File: src/rtl/mcc_pkg.sv
// Package: command codes, operation types and constants for the cover controller.
`timescale 1ns / 1ps
package mcc_pkg;

  localparam int unsigned CMD_W     = 17;
  localparam int unsigned POS_W     = 15;
  localparam int unsigned CLOSED_W  = 12;
  localparam int unsigned LEVEL_W   = 8;
  localparam int unsigned VOLT_W    = 12;

  localparam logic [CMD_W-1:0] CMD_CLOSE      = 17'd1000;
  localparam logic [CMD_W-1:0] CMD_OPEN       = 17'd1001;
  localparam logic [CMD_W-1:0] CMD_HEAT_0     = 17'd2000;
  localparam logic [CMD_W-1:0] CMD_HEAT_50    = 17'd2050;
  localparam logic [CMD_W-1:0] CMD_HEAT_100   = 17'd2100;
  localparam logic [CMD_W-1:0] CMD_HEAT_150   = 17'd2150;
  localparam logic [CMD_W-1:0] CMD_LIGHT_OFF  = 17'd9999;
  localparam logic [CMD_W-1:0] CMD_OPEN_LO    = 17'd40000;
  localparam logic [CMD_W-1:0] CMD_OPEN_HI    = 17'd67000;
  localparam logic [CMD_W-1:0] CMD_CLOSED_LO  = 17'd10000;
  localparam logic [CMD_W-1:0] CMD_CLOSED_HI  = 17'd12055;
  localparam logic [CMD_W-1:0] CMD_LIGHT_LO   = 17'd1;
  localparam logic [CMD_W-1:0] CMD_LIGHT_HI   = 17'd255;

  localparam logic [POS_W-1:0]    STEP_SIZE     = 15'd1500;
  localparam logic [POS_W-1:0]    OPEN_RESET    = 15'd27000;
  localparam logic [CLOSED_W-1:0] CLOSED_RESET  = 12'd2000;
  localparam logic [POS_W-1:0]    POS_RESET     = 15'd2000;
  localparam logic [VOLT_W-1:0]   VOLT_RESET    = 12'd1211;

  typedef enum logic [2:0] {
    OP_NONE,
    OP_CLOSE,
    OP_OPEN,
    OP_HEATER,
    OP_LIGHT,
    OP_OPEN_TGT,
    OP_CLOSED_TGT,
    OP_TICK
  } op_code_t;

  typedef struct packed {
    op_code_t          code;
    logic [POS_W-1:0]  arg;
  } op_t;

endpackage

File: src/rtl/mcc_if.sv
// Interfaces: command, status and configuration channels.
`timescale 1ns / 1ps
interface mcc_cmd_if;
  logic                      valid;
  logic                      ready;
  logic                      mode;
  logic [mcc_pkg::CMD_W-1:0] command_value;
  modport source (output valid, output mode, output command_value, input ready);
  modport sink   (input valid, input mode, input command_value, output ready);
endinterface

interface mcc_status_if;
  logic                         valid;
  logic                         ready;
  logic [mcc_pkg::CLOSED_W-1:0] closed_position;
  logic [mcc_pkg::POS_W-1:0]    open_position;
  logic [mcc_pkg::POS_W-1:0]    current_position;
  logic [mcc_pkg::LEVEL_W-1:0]  light_level;
  logic [mcc_pkg::LEVEL_W-1:0]  heater_level;
  logic [mcc_pkg::VOLT_W-1:0]   voltage_report;
  modport source (output valid, output closed_position, output open_position,
                  output current_position, output light_level, output heater_level,
                  output voltage_report, input ready);
  modport sink   (input valid, input closed_position, input open_position,
                  input current_position, input light_level, input heater_level,
                  input voltage_report, output ready);
endinterface

interface mcc_cfg_if;
  logic                       valid;
  logic                       ready;
  logic [mcc_pkg::VOLT_W-1:0] supply_voltage;
  modport source (output valid, output supply_voltage, input ready);
  modport sink   (input valid, input supply_voltage, output ready);
endinterface

File: src/rtl/mcc_front.sv
// Front end: accepts items and decodes them into operations.
`timescale 1ns / 1ps
module mcc_front (
  mcc_cmd_if.sink        cmd,
  input  logic           q_full,
  output logic           push,
  output mcc_pkg::op_t   push_op
);
  import mcc_pkg::*;

  logic [CMD_W-1:0] v;
  logic [CMD_W-1:0] open_arg;
  logic [CMD_W-1:0] closed_arg;

  assign v          = cmd.command_value;
  assign open_arg   = v - CMD_OPEN_LO;
  assign closed_arg = v - CMD_CLOSED_LO;
  assign cmd.ready  = !q_full;
  assign push       = cmd.valid && !q_full && (push_op.code != OP_NONE);

  always_comb begin
    push_op.code = OP_NONE;
    push_op.arg  = '0;
    if (cmd.mode) begin
      push_op.code = OP_TICK;
    end else begin
      case (v)
        CMD_CLOSE:     push_op.code = OP_CLOSE;
        CMD_OPEN:      push_op.code = OP_OPEN;
        CMD_HEAT_0: begin
          push_op.code = OP_HEATER;
          push_op.arg  = 15'd0;
        end
        CMD_HEAT_50: begin
          push_op.code = OP_HEATER;
          push_op.arg  = 15'd50;
        end
        CMD_HEAT_100: begin
          push_op.code = OP_HEATER;
          push_op.arg  = 15'd100;
        end
        CMD_HEAT_150: begin
          push_op.code = OP_HEATER;
          push_op.arg  = 15'd150;
        end
        CMD_LIGHT_OFF: begin
          push_op.code = OP_LIGHT;
          push_op.arg  = 15'd0;
        end
        default: begin
          if (v inside {[CMD_OPEN_LO:CMD_OPEN_HI]}) begin
            push_op.code = OP_OPEN_TGT;
            push_op.arg  = open_arg[POS_W-1:0];
          end else if (v inside {[CMD_CLOSED_LO:CMD_CLOSED_HI]}) begin
            push_op.code = OP_CLOSED_TGT;
            push_op.arg  = closed_arg[POS_W-1:0];
          end else if (v inside {[CMD_LIGHT_LO:CMD_LIGHT_HI]}) begin
            push_op.code = OP_LIGHT;
            push_op.arg  = v[POS_W-1:0];
          end
        end
      endcase
    end
  end

endmodule

File: src/rtl/mcc_queue.sv
// Two-entry queue of decoded operations between front and back.
`timescale 1ns / 1ps
module mcc_queue (
  input  logic          clk,
  input  logic          rst,
  input  logic          push,
  input  mcc_pkg::op_t  push_op,
  output logic          full,
  input  logic          pop,
  output logic          q_valid,
  output mcc_pkg::op_t  q_op
);
  import mcc_pkg::*;

  op_t        mem [2];
  logic       wr_ptr;
  logic       rd_ptr;
  logic [1:0] count;

  assign full    = (count == 2'd2);
  assign q_valid = (count != 2'd0);
  assign q_op    = mem[rd_ptr];

  always_ff @(posedge clk) begin
    if (push) begin
      mem[wr_ptr] <= push_op;
    end
  end

  always_ff @(posedge clk) begin
    if (rst) begin
      wr_ptr <= 1'b0;
      rd_ptr <= 1'b0;
      count  <= 2'd0;
    end else begin
      if (push) wr_ptr <= !wr_ptr;
      if (pop)  rd_ptr <= !rd_ptr;
      case ({push, pop})
        2'b10:   count <= count + 2'd1;
        2'b01:   count <= count - 2'd1;
        default: count <= count;
      endcase
    end
  end

endmodule

File: src/rtl/mcc_back.sv
// Back end: applies operations to the cover state and registers status items.
`timescale 1ns / 1ps
module mcc_back (
  input  logic          clk,
  input  logic          rst,
  input  logic          q_valid,
  input  mcc_pkg::op_t  q_op,
  output logic          pop,
  mcc_cfg_if.sink       cfg,
  mcc_status_if.source  status
);
  import mcc_pkg::*;

  logic [POS_W-1:0]    open_target;
  logic [CLOSED_W-1:0] closed_target;
  logic [POS_W-1:0]    position_now;
  logic [LEVEL_W-1:0]  heater_setting;
  logic [LEVEL_W-1:0]  light_setting;
  logic                opening;
  logic                closing;
  logic [VOLT_W-1:0]   supply_voltage;
  logic                out_valid;

  logic                out_free;
  logic [POS_W:0]      diff_open;
  logic [POS_W:0]      diff_closed;
  logic                open_far;
  logic                closed_far;

  assign out_free     = !out_valid || status.ready;
  assign pop          = q_valid && ((q_op.code != OP_TICK) || out_free);
  assign status.valid = out_valid;
  assign cfg.ready    = 1'b1;

  assign diff_open   = {1'b0, open_target} - {1'b0, position_now};
  assign diff_closed = {1'b0, position_now} - {4'b0, closed_target};
  assign open_far    = $signed(diff_open) > $signed({1'b0, STEP_SIZE});
  assign closed_far  = $signed(diff_closed) > $signed({1'b0, STEP_SIZE});

  always_ff @(posedge clk) begin
    if (rst) begin
      supply_voltage <= VOLT_RESET;
    end else if (cfg.valid) begin
      supply_voltage <= cfg.supply_voltage;
    end
  end

  always_ff @(posedge clk) begin
    if (pop && (q_op.code == OP_TICK)) begin
      status.closed_position  <= closed_target;
      status.open_position    <= open_target;
      status.current_position <= position_now;
      status.light_level      <= light_setting;
      status.heater_level     <= heater_setting;
      status.voltage_report   <= supply_voltage;
    end
  end

  always_ff @(posedge clk) begin
    if (rst) begin
      open_target    <= OPEN_RESET;
      closed_target  <= CLOSED_RESET;
      position_now   <= POS_RESET;
      heater_setting <= '0;
      light_setting  <= '0;
      opening        <= 1'b0;
      closing        <= 1'b0;
      out_valid      <= 1'b0;
    end else begin
      if (pop && (q_op.code == OP_TICK)) begin
        out_valid <= 1'b1;
      end else if (status.ready) begin
        out_valid <= 1'b0;
      end
      if (pop) begin
        case (q_op.code)
          OP_CLOSE: begin
            opening <= 1'b0;
            closing <= 1'b1;
          end
          OP_OPEN: begin
            opening <= 1'b1;
            closing <= 1'b0;
          end
          OP_HEATER:     heater_setting <= q_op.arg[LEVEL_W-1:0];
          OP_LIGHT:      light_setting  <= q_op.arg[LEVEL_W-1:0];
          OP_OPEN_TGT:   open_target    <= q_op.arg;
          OP_CLOSED_TGT: closed_target  <= q_op.arg[CLOSED_W-1:0];
          OP_TICK: begin
            if (opening) begin
              if (open_far) begin
                position_now <= position_now + STEP_SIZE;
              end else begin
                position_now <= open_target;
                opening      <= 1'b0;
              end
            end else if (closing) begin
              if (closed_far) begin
                position_now <= position_now - STEP_SIZE;
              end else begin
                position_now <= {3'b0, closed_target};
                closing      <= 1'b0;
              end
            end
          end
          default: ;
        endcase
      end
    end
  end

endmodule

File: src/rtl/motorized_cover_controller_core.sv
// Top level: motorized cover controller, front decode, queue and back end.
//
//   channel  dir   payload                                   handshake
//   cmd      in    mode, command_value                       valid/ready
//   status   out   positions, light, heater, voltage         valid/ready
//   cfg      in    supply_voltage                            valid/ready (ready tied high)
//
// One item per cycle sustained while the queue has room; a tick's status item passes
// through the two-entry queue between decode and execute, then the status register.
// Synchronous reset restores all targets, settings and the supply voltage.
// A tick waiting on a stalled status output holds the queue; cmd stalls once it is full.
`timescale 1ns / 1ps
module motorized_cover_controller_core (
  input  logic          clk,
  input  logic          rst,
  mcc_cmd_if.sink       cmd,
  mcc_status_if.source  status,
  mcc_cfg_if.sink       cfg
);
  import mcc_pkg::*;

  logic q_full;
  logic push;
  op_t  push_op;
  logic pop;
  logic q_valid;
  op_t  q_op;

  mcc_front u_front (
    .cmd     (cmd),
    .q_full  (q_full),
    .push    (push),
    .push_op (push_op)
  );

  mcc_queue u_queue (
    .clk     (clk),
    .rst     (rst),
    .push    (push),
    .push_op (push_op),
    .full    (q_full),
    .pop     (pop),
    .q_valid (q_valid),
    .q_op    (q_op)
  );

  mcc_back u_back (
    .clk     (clk),
    .rst     (rst),
    .q_valid (q_valid),
    .q_op    (q_op),
    .pop     (pop),
    .cfg     (cfg),
    .status  (status)
  );

endmodule

File: src/flat_wrapper.sv
// flat-port wrapper written by rule: the top's interface ports become plain ports
module motorized_cover_controller_core_flat import mcc_pkg::*;
  (clk, rst, cmd_valid, cmd_mode, cmd_command_value, cmd_ready, status_valid, status_closed_position, status_open_position, status_current_position, status_light_level, status_heater_level, status_voltage_report, status_ready, cfg_valid, cfg_supply_voltage, cfg_ready);
  mcc_cmd_if cmd_i ();
  mcc_status_if status_i ();
  mcc_cfg_if cfg_i ();
  input  logic clk;
  input  logic rst;
  input wire logic [$bits(cmd_i.valid)-1:0] cmd_valid;
  input wire logic [$bits(cmd_i.mode)-1:0] cmd_mode;
  input wire logic [$bits(cmd_i.command_value)-1:0] cmd_command_value;
  output wire logic [$bits(cmd_i.ready)-1:0] cmd_ready;
  output wire logic [$bits(status_i.valid)-1:0] status_valid;
  output wire logic [$bits(status_i.closed_position)-1:0] status_closed_position;
  output wire logic [$bits(status_i.open_position)-1:0] status_open_position;
  output wire logic [$bits(status_i.current_position)-1:0] status_current_position;
  output wire logic [$bits(status_i.light_level)-1:0] status_light_level;
  output wire logic [$bits(status_i.heater_level)-1:0] status_heater_level;
  output wire logic [$bits(status_i.voltage_report)-1:0] status_voltage_report;
  input wire logic [$bits(status_i.ready)-1:0] status_ready;
  input wire logic [$bits(cfg_i.valid)-1:0] cfg_valid;
  input wire logic [$bits(cfg_i.supply_voltage)-1:0] cfg_supply_voltage;
  output wire logic [$bits(cfg_i.ready)-1:0] cfg_ready;
  assign cmd_i.valid = cmd_valid;
  assign cmd_i.mode = cmd_mode;
  assign cmd_i.command_value = cmd_command_value;
  assign cmd_ready = cmd_i.ready;
  assign status_valid = status_i.valid;
  assign status_closed_position = status_i.closed_position;
  assign status_open_position = status_i.open_position;
  assign status_current_position = status_i.current_position;
  assign status_light_level = status_i.light_level;
  assign status_heater_level = status_i.heater_level;
  assign status_voltage_report = status_i.voltage_report;
  assign status_i.ready = status_ready;
  assign cfg_i.valid = cfg_valid;
  assign cfg_i.supply_voltage = cfg_supply_voltage;
  assign cfg_ready = cfg_i.ready;
  motorized_cover_controller_core u_core (.clk(clk), .rst(rst), .cmd(cmd_i), .status(status_i), .cfg(cfg_i));
endmodule
File: config.mk
export PLATFORM = sky130hd
export DESIGN_NAME = motorized_cover_controller_core_flat
export DESIGN_NICKNAME = d
export VERILOG_FILES = /design/src/rtl/mcc_pkg.sv /design/src/rtl/mcc_if.sv /design/src/rtl/mcc_front.sv /design/src/rtl/mcc_queue.sv /design/src/rtl/mcc_back.sv /design/src/rtl/motorized_cover_controller_core.sv /design/src/flat_wrapper.sv
export SDC_FILE = /design/constraint.sdc
export NUM_CORES = 1
export LEC_CHECK = 0
export BUFFER_PORTS_ARGS = -buffer_cell sky130_fd_sc_hd__buf_2
export CORE_UTILIZATION = 44
export CTS_CLUSTER_SIZE = 30
export DETAILED_ROUTE_END_ITERATION = 6
export PLACE_DENSITY = 0.69
export SKIP_CTS_REPAIR_TIMING = 1
export SLEW_MARGIN = 20
export SYNTH_ARGS = -nofsm -noshare
export SYNTH_HDL_FRONTEND = slang
export SYNTH_SLANG_ARGS = --single-unit
File: constraint.sdc
create_clock -name clk -period 20.5 [get_ports clk]
set_input_delay 4.1 -clock clk [delete_from_list [all_inputs] [get_ports clk]]
set_output_delay 4.1 -clock clk [all_outputs]
set_load 0.02 [all_outputs]
# Word-level counts from Yosys, hierarchy flattened
# Memories as Yosys holds them, arrays and structs flattened. A register that Yosys moved wholly into a read port is not among the register bits.
# Cells that the tools add are included.
[op_classes]
n_addsub = 8
n_lt_le_gt_ge = 8
n_eq_ne = 19
mux = 25
reduce_logical = 28
[ops]
columns = ["operator", "count"]
rows = [
  ["15-bit 2-to-1 mux", 5],
  ["15-bit one-hot mux with 4 select lines", 1],
  ["18-bit 2-to-1 mux", 3],
  ["17-bit by 12-bit == test with 1-bit output, second input constant", 3],
  ["17-bit by 10-bit == test with 1-bit output, second input constant", 2],
  ["16-bit by 12-bit > comparator with 1-bit output, second input constant", 2],
  ["17-bit by 11-bit == test with 1-bit output, second input constant", 1],
  ["17-bit by 14-bit == test with 1-bit output, second input constant", 1],
  ["17-bit by 1-bit >= comparator with 1-bit output, second input constant", 1],
  ["17-bit by 14-bit >= comparator with 1-bit output, second input constant", 1],
  ["17-bit by 16-bit >= comparator with 1-bit output, second input constant", 1],
  ["17-bit by 14-bit <= comparator with 1-bit output, second input constant", 1],
  ["17-bit <= comparator, second input constant", 1],
  ["17-bit by 8-bit <= comparator with 1-bit output, second input constant", 1],
  ["15-bit by 12-bit subtractor with 16-bit output", 1],
  ["15-bit by 15-bit subtractor with 16-bit output", 1],
  ["15-bit by 11-bit adder with 15-bit output, second input constant", 1],
  ["15-bit by 11-bit subtractor with 15-bit output, second input constant", 1],
  ["15-bit by 13-bit subtractor with 15-bit output, second input constant", 1],
  ["15-bit by 14-bit subtractor with 15-bit output, second input constant", 1],
  ["3-bit == test, second input constant", 4],
  ["3-bit one-hot mux with 4 select lines", 1],
  ["1-bit 2-to-1 mux", 11],
  ["2-bit AND reduction", 5],
  ["other kinds (18)", 37],
]
[totals]
reg_bits = 147
mem_bits_rw = 36
inputBits = 35
out_inout_bits = 73
mem_count = 1
[memory_table]
columns = ["memory", "words", "word_bits", "read_ports", "rd_ports_with_merged_regs", "write_ports", "line", "text"]
rows = [
  ["u_core.u_queue.mem", 2, 18, 1, 1, 1, "mcc_queue.sv:15", "op_t mem [2];"],
]

# Longest topological paths before layout
# Gate-level depths: netlist of run 1.
[depth]
ltp_word = 11
ltp_mapped = 15
depth_no_buf = 14

# Hierarchy
# From an unflattened synthesis of run 1, not the netlist that was laid out.
[unflattened]
hier_cells = 984
area_unflattened_um2 = 9851.9
[modules_own_cells]
columns = ["module", "instances", "cells_per_inst", "area_per_inst_um2", "seq_area_each_um2"]
rows = [
  ["mcc_back", 1, 721, 7163.1, 3563.4],
  ["mcc_queue", 1, 78, 1503.9, 1181.1],
  ["mcc_front", 1, 185, 1184.9, 0.0],
]

# Worst setup path after synthesis of run 1
# No wires, ideal clock.
[synth_path]
path_type = "in2reg"
start = "input status_ready"
end = "register u_core.u_back.position_now[13]"
setup_time_ps = 74
t_arrival_ps = 10132
path_slack_ps = 10294
stages = 7
path_cell_list = "nor2b_1 -> nor4_2 -> o21ai_1 -> or3_1 -> a211oi_1 -> a21oi_1 -> a31oi_1"
[synth_between]
elab_chain_cells = 4
[synth_rtl]
columns = ["item", "line", "text"]
rows = [
  ["start: declaration", "flat_wrapper.sv:20", "input wire logic [$bits(status_i.ready)-1:0] status_ready;"],
  ["1-bit logical OR", "mcc_back.sv:30", "assign out_free = !out_valid || status.ready;"],
  ["1-bit logical OR", "mcc_back.sv:31", "assign pop = q_valid && ((q_op.code != OP_TICK) || out_free);"],
  ["1-bit logical AND", "mcc_back.sv:31", ""],
  ["3-bit AND reduction (no source line)", "n/a", ""],
  ["end signal: assignment", "mcc_back.sv:92", "position_now <= position_now + STEP_SIZE;"],
  ["end signal: assignment", "mcc_back.sv:94", "position_now <= open_target;"],
  ["end signal: assignment", "mcc_back.sv:99", "position_now <= position_now - STEP_SIZE;"],
  ["end: declaration", "mcc_back.sv:16", "logic [POS_W-1:0] position_now;"],
]
# Every way passes these cells.
# A chain may end at the register's enable or synchronous reset.

# Final worst setup path of run 1
[layout_path]
start = "input cmd_command_value[6]"
end = "memory u_core.u_queue.mem[1][8] in the netlist's numbering, enable pin"
[layout_between]
elab_chain_cells = 11
[layout_rtl]
columns = ["item", "line", "text"]
rows = [
  ["start: declaration", "flat_wrapper.sv:11", "input wire logic [$bits(cmd_i.command_value)-1:0] cmd_command_value;"],
  ["17-bit by 1-bit >= comparator with 1-bit output or 17-bit by 8-bit <= comparator with 1-bit output (tied branches)", "mcc_front.sv:57", "end else if (v inside {[CMD_LIGHT_LO:CMD_LIGHT_HI]}) begin"],
  ["1-bit logical AND", "mcc_front.sv:57", ""],
  ["18-bit 2-to-1 mux", "mcc_front.sv:57", ""],
  ["18-bit 2-to-1 mux", "mcc_front.sv:54", "end else if (v inside {[CMD_CLOSED_LO:CMD_CLOSED_HI]}) begin"],
  ["18-bit 2-to-1 mux", "mcc_front.sv:51", "if (v inside {[CMD_OPEN_LO:CMD_OPEN_HI]}) begin"],
  ["3-bit one-hot mux with 4 select lines *", "mcc_front.sv:27", "case (v)"],
  ["3-bit 2-to-1 mux *", "mcc_front.sv:24", "if (cmd.mode) begin"],
  ["3-bit nonzero test *", "mcc_front.sv:19", "assign push = cmd.valid && !q_full && (push_op.code != OP_NONE);"],
  ["1-bit logical AND *", "mcc_front.sv:19", ""],
  ["1-bit 2-to-1 mux *", "mcc_queue.sv:25", "if (push) begin"],
  ["1-bit 2-to-1 mux (not written as such) *", "mcc_queue.sv:26", "mem[wr_ptr] <= push_op;"],
  ["end: declaration", "mcc_queue.sv:15", ""],
]
# Mark *: on every way between the ends. The rest lies on a longest branch, timed or not.

==> metrics.txt, run 1 <==
CP Max Fanout 18; share of cells above drive strength 1 16.5%; Core Box Area 0.0213 mm^2; Tightest Pin Transition 0.958 ns; Slew Limit Headroom 35.9%; CTS Sinks 184; initial antenna violation count 0; gr usage total 20.6%; IO Port Bufs 106; WP data required 20.56 ns; Synth Area per Inst 10.2 um^2; post-synthesis cell area 0.00967 mm^2; first-pass GRT wire length 36000 um; hpwl dp 16400 um; # setup viols final 0; Max Fclk 137 MHz; Power, Total 1.16 mW; Peak VDD IR 0.0619 mV; drt total wl 22400 um; Buf/Inv on CP 2; Synth area leaders edfxtp_1 (33%), dfxtp_1 (16%), ha_1 (5.0%); die height 150 um; R2R Setup Slk 16.53 ns; post-route ant nets 0; grt ovf 0; DR vias/cell 5.67; unrepaired setup endpoints after global routing no; fin crit share 35.5%; Remaining DRCs 0; post-synth top area cell edfxtp_1; clock period minus worst slack 7.28 ns; max-slew violation count 0; # rows 53; CTS max path bufs 2; Max Clock Skew 0.0159 ns; TritonCTS clock tree built; max cap viols 0; filler instances 1946; drt initial violations 472; status complete, no violations; pwr dens 105 mW/mm^2; Top delay family on crit path simple AND/OR/NAND/NOR gates; CP cell instances buf_2 > inv_1 > ha_1 > nor2b_1 > and4b_1 > o21ai_0 > o311ai_1 > nor3_1 > o21ai_1 > a41oi_2 > and2_1; Starting Density 45.4%; CTS clk-pin slew, worst paths 0.08 ns; CTS Buf Count 17; nets@finish 1117; vias in the first global route 7082; Syn Inst Count 950; CTS Root Cell clkbuf_16; wire per inst 16.9 um; Worst setup EP type flip-flop; Lkg Pwr 4.21 nW; Synth Flop Type edfxtp_1; DRT Pass-1 Iters 5; vias 7541; CP startpoint kind input pin; Setup Crit Path Kind input pin to flip-flop; number of flops mapped to enable cells by yosys 106; Setup TNS Final 0 ns; distinct cell type count after synthesis 82; hold crit path type flip-flop to flip-flop; top-area cell type share of the netlist area 32.9%; area taken by multi-input logic gates 0.00457 mm^2; FF+latch count, synth 184; ant diodes 0; Die X 150 um; part of the Yosys area used for sequential elements 49.1%; Layout area overhead 14.4%; largest net degree at the start of global routing 57; I/O pin count 108; CTS H-Tree Depth 4; Worst EP arrival 7.34 ns; async set-reset flop share out of synthesis 0%; clk_lat worst skew 0.44 ns; Slowest-stage cell, CP and2_1; full die area 0.0226 mm^2; FF/Latch Area 0.00474 mm^2; Slowest Stage Delay on Critical Path 0.68 ns; Yosys Warn Count 0; Fin. Hold Viols 0; Mapped Nets 1026; placer congestion estimate 0.907
[through the flow]
stage | setup WS, ns | hold slack [ns] | utilization, % | instances | instance area (um^2)
2_1_floorplan | 10.29 | 0.403 | - | 950 | 9670
3_3_place_gp | 13.04 | 0.410 | 49.0 | 1297 | 10400
3_5_place_dp | 12.89 | 0.414 | 49.0 | 1297 | 10400
4_1_cts | 13.34 | 0.435 | 52.0 | 1329 | 11100
5_1_grt | 12.97 | 0.442 | 52.0 | 1329 | 11100
6_report | 13.22 | 0.431 | 52.0 | 1329 | 11100
[flip-flops by register name, summed over array words and instances, names as in the netlist, 12 cells and up, named ones only]
signal / count
u_core.u_back.closed_target: 12
u_core.u_back.position_now: 15
u_core.u_back.status.open_position: 15
u_core.u_back.open_target: 15
u_core.u_back.status.voltage_report: 12
u_core.u_back.supply_voltage: 12
u_core.u_queue.mem: 36
u_core.u_back.status.closed_position: 12
u_core.u_back.status.current_position: 15
[final timing paths]
check | from | endpoint | cells past startpoint
worst min register to register | u_core.u_back.supply_voltage[8] | u_core.u_back.status.voltage_report[8] | 0
worst min-delay path | u_core.u_back.supply_voltage[8] | u_core.u_back.status.voltage_report[8] | 0
worst max-delay path | cmd_command_value[6] | u_core.u_queue.mem[1][8] | 11
worst max register to register | u_core.u_back.position_now[6] | u_core.u_back.opening | 11
[cells by family after synthesis]
family / synth area share (%)
AOI/OAI and AO/OA: 18.4
DFF: 49.1
adders and majority gates: 5.46
and+or+nand+nor: 15.2
muxes: 4.70
xor gates and xnor gates: 3.44
buffers and inverters: 3.71
other: 0.0388
[cells in the final DEF, fill, tap and decap left out, types with 9 or more instances in the layout]
master       n
nor2_1      93
buf_2      106
a21oi_1     47
clkbuf_16   17
and2_1      10
nand2_1     70
xor2_1      10
a211oi_1    45
o21ai_0     39
a21o_1      14
edfxtp_1   106
mux2i_1     42
inv_1       44
dfxtp_1     78
xnor2_1     28
nand3_1     21
nand2b_1    10
nor3_1      25
ha_1        39
nor2b_1      9
nor4_1      12
or3_1       12
o211ai_1    22
[Yosys cell counts, drive strengths merged, types with 14 or more instances]
master  count
edfxtp    106
nor2       93
dfxtp      78
nand2      70
a21oi      49
a211oi     46
inv        45
mux2i      42
o21ai      42
ha         39
xnor2      28
clkbuf     27
nor3       25
nand3      22
o211ai     22
buf        15
a21o       14
[layout make-up]
| class | instances | area share (%) |
|---|---|---|
| clock buffer | 17 | 3.85 |
| inverter | 48 | 1.63 |
| sequential | 184 | 42.9 |
| clock inverter | 15 | 1.82 |
| timing repair buffer | 114 | 5.34 |
| tap | 275 | 3.11 |
| multi-input combinational | 676 | 41.4 |
[layer usage]
layer | global-route usage, % | part of all wire, % | vias up
li1 | - | - | 3746
met1 | 26.0 | 45 | 3551
met2 | 35.0 | 49 | 207
met3 | 3.82 | 4.3 | 37
met4 | 7.37 | 1.9 | 0
met5 | 0 | 0 | -
[power by group]
part	switching (mW)	internal [mW]	leakage, nW
Sequential	0.0257	0.438	1.59
Combinational	0.218	0.139	2.32
Clock	0.171	0.170	0.304
Total	0.414	0.747	4.21
(Power assumes the default switching activity.)
==> run 2, diff against run 1 <==
--- a/config.mk
+++ b/config.mk
@@ -9,7 +9,7 @@
 export CORE_UTILIZATION = 44
 export CTS_CLUSTER_SIZE = 30
 export DETAILED_ROUTE_END_ITERATION = 6
-export PLACE_DENSITY = 0.69
+export PLACE_DENSITY = 0.71
 export SKIP_CTS_REPAIR_TIMING = 1
 export SLEW_MARGIN = 20
 export SYNTH_ARGS = -nofsm -noshare
==> constraint.sdc (replaced) <==
create_clock -name clk -period 6.6 [get_ports clk]
set_input_delay 1.32 -clock clk [delete_from_list [all_inputs] [get_ports clk]]
set_output_delay 1.32 -clock clk [all_outputs]
set_load 0.02 [all_outputs]
==> run 2 against run 1 <==
  * Combinational power rose to 3.1 times the previous value
  * Highest routed layer unchanged
  * Count of clock-buffer cells in the layout unchanged
  * Flip-flop and latch count is the same
  * First-iteration DRC count grew 14%
  * Sequential power grew to 3.1 times the previous value
  * Die area unchanged
  * Power increased to 3.1 times the previous value
==> metrics.txt, run 2 (synthesis gave the netlist of run 1 again) <==
CTS H-Tree Depth 4 (unchanged); hpwl dp 16600 um (was 16400 um); max-slew violation count 0 (unchanged); hold crit path type flip-flop to flip-flop (unchanged); DR vias/cell 5.78 (was 5.67); die height 150 um (unchanged); FF/Latch Area 0.00474 mm^2 (unchanged); Comb power frac 30.5% (was 30.7%); initial antenna violation count 0 (unchanged); I/O pin count 108 (unchanged); sequential share of power 39.8% (was 39.9%); Top reg by flops u_core.u_queue.mem (unchanged); vias 7674 (was 7541); filler instances 1894 (was 1946); Peak VDD IR 0.173 mV (was 0.0619 mV); wire per inst 17.0 um (was 16.9 um); # rows 53 (unchanged); Worst setup EP type flip-flop (unchanged); Lkg Pwr 4.21 nW (about the same); fin crit share 67.7%; CP startpoint kind input pin (unchanged); post-route ant nets 0 (unchanged); IO Port Bufs 106 (unchanged); commonest cells after routing, fill and taps aside buf_2 (106), edfxtp_1 (106), nor2_1 (93) (unchanged); full die area 0.0226 mm^2 (unchanged); WP data required 6.67 ns (was 20.56 ns); Setup Crit Path Kind input pin to flip-flop (unchanged); Slowest Stage Delay on Critical Path 0.69 ns (was 0.68 ns); Design Area, Final 0.0111 mm^2 (about the same); CP cell instances buf_2 > inv_1 > ha_1 > nor2b_1 > and4b_1 > o21ai_0 > o311ai_1 > nor3_1 > o21ai_1 > a41oi_2 > and2_1 (unchanged); Starting Density 45.4% (unchanged); Sw Share 36.0% (was 35.7%); gr usage total 20.6% (about the same); # setup viols final 0 (unchanged); Max Fclk 224 MHz; Die X 150 um (unchanged); drt total wl 22600 um (was 22400 um); DRT Pass-1 Iters 6 (was 5); TritonCTS clock tree built (unchanged); Layout area overhead 14.6% (was 14.4%); drt initial violations 540 (was 472); status complete, no violations (unchanged); Setup TNS Final 0 ns (unchanged); worst slack at placement 1.76 ns (was 12.89 ns); Pint 2.32 mW (was 0.747 mW); hold slack 0.433 ns (was 0.431 ns); Tightest Pin Transition 1.06 ns (was 0.958 ns); nets@finish 1116 (was 1117); Sw Pwr 1.30 mW (was 0.414 mW); placer congestion estimate 0.936 (was 0.907); post-route worst setup slack 2.13 ns (was 13.22 ns); Worst EP arrival 4.54 ns (was 7.34 ns); Area after DPL 0.0104 mm^2 (about the same); CTS Sinks 184 (unchanged); largest net degree at the start of global routing 57 (unchanged); Slowest-stage cell, CP and2_1 (unchanged); area taken by multi-input logic gates 0.00457 mm^2 (unchanged); Buf/Inv on CP 2 (unchanged); pwr dens 327 mW/mm^2 (was 105 mW/mm^2); Core Box Area 0.0213 mm^2 (unchanged); Max Clock Skew 0.0150 ns (was 0.0159 ns); ant diodes 0 (unchanged); Post-Route Utilization 52.0% (about the same); CTS Root Cell clkbuf_16 (unchanged); first-pass GRT wire length 36100 um (was 36000 um); max cap viols 0 (unchanged); grt ovf 0 (unchanged); clk_lat worst skew 0.45 ns (was 0.44 ns); CTS Buf Count 17 (unchanged); CTS max path bufs 2 (unchanged); share of cells above drive strength 1 16.4% (was 16.5%); Fin. Hold Viols 0 (unchanged); CP Max Fanout 18 (unchanged); Slew Limit Headroom 29.3% (was 35.9%); Clock power frac 29.7% (was 29.3%); vias in the first global route 7022 (was 7082); CTS clk-pin slew, worst paths 0.08 ns (about the same); unrepaired setup endpoints after global routing no (unchanged); max reg flops 36 (unchanged); clock period minus worst slack 4.47 ns; Remaining DRCs 0 (unchanged); Top delay family on crit path simple AND/OR/NAND/NOR gates (unchanged)
-- run 2: cell types whose count changed in the layout (fill, tap and decap cells not counted), sizes merged --
cell / before / now
buf: 114 / 113
clkinv: 7 / 10
inv: 56 / 53
-- run 2: power by group through the flow --
stage / logic [mW] / clock network [mW] / registers (mW)
6_report: 1.11 / 1.07 / 1.44
5_1_grt: 1.21 / 1.14 / 1.46
4_1_cts: 1.10 / 1.10 / 1.44
3_5_place_dp: 1.10 / 0 / 1.47
3_3_place_gp: 1.08 / 0 / 1.46
2_1_floorplan: 0.831 / 0 / 1.48
-- run 2: path summary, 6_finish.rpt --
| check | start | endpoint | slack (ns) | cells past startpoint |
|---|---|---|---|---|
| setup reg to reg | u_core.u_back.position_now[6] | u_core.u_back.opening | 2.55 | 11 |
| hold reg to reg | u_core.u_back.supply_voltage[11] | u_core.u_back.status.voltage_report[11] | 0.43 | 0 |
| hold / removal | u_core.u_back.supply_voltage[11] | u_core.u_back.status.voltage_report[11] | 0.43 | 0 |
| setup / recovery | cmd_command_value[6] | u_core.u_queue.mem[1][12] | 2.13 | 11 |
-- run 2: cell type report --
class	instances	area share, %
well taps	275	3.11
clock inverters	15	2.04
multi-input cells	676	41.3
clock buffers	17	3.84
flip-flops and latches	184	42.8
inverters	48	1.63
repair buffers	113	5.26
-- run 2: metal layers --
metal | global-route usage, % | up-vias | part of all wire, % | wire length [um]
li1 | - | 3744 | - | -
met1 | 25.6 | 3599 | 43 | 9670
met2 | 35.0 | 286 | 50 | 11200
met3 | 3.91 | 45 | 5.3 | 1200
met4 | 8.64 | 0 | 2.3 | 518
met5 | 0 | - | 0 | 0
-- run 2: through the flow --
stage	std cells	total power, mW
4_1_cts	1328	3.64
5_1_grt	1328	3.80
3_3_place_gp	1296	2.54
3_5_place_dp	1296	2.57
2_1_floorplan	950	2.31
6_report	1328	3.62
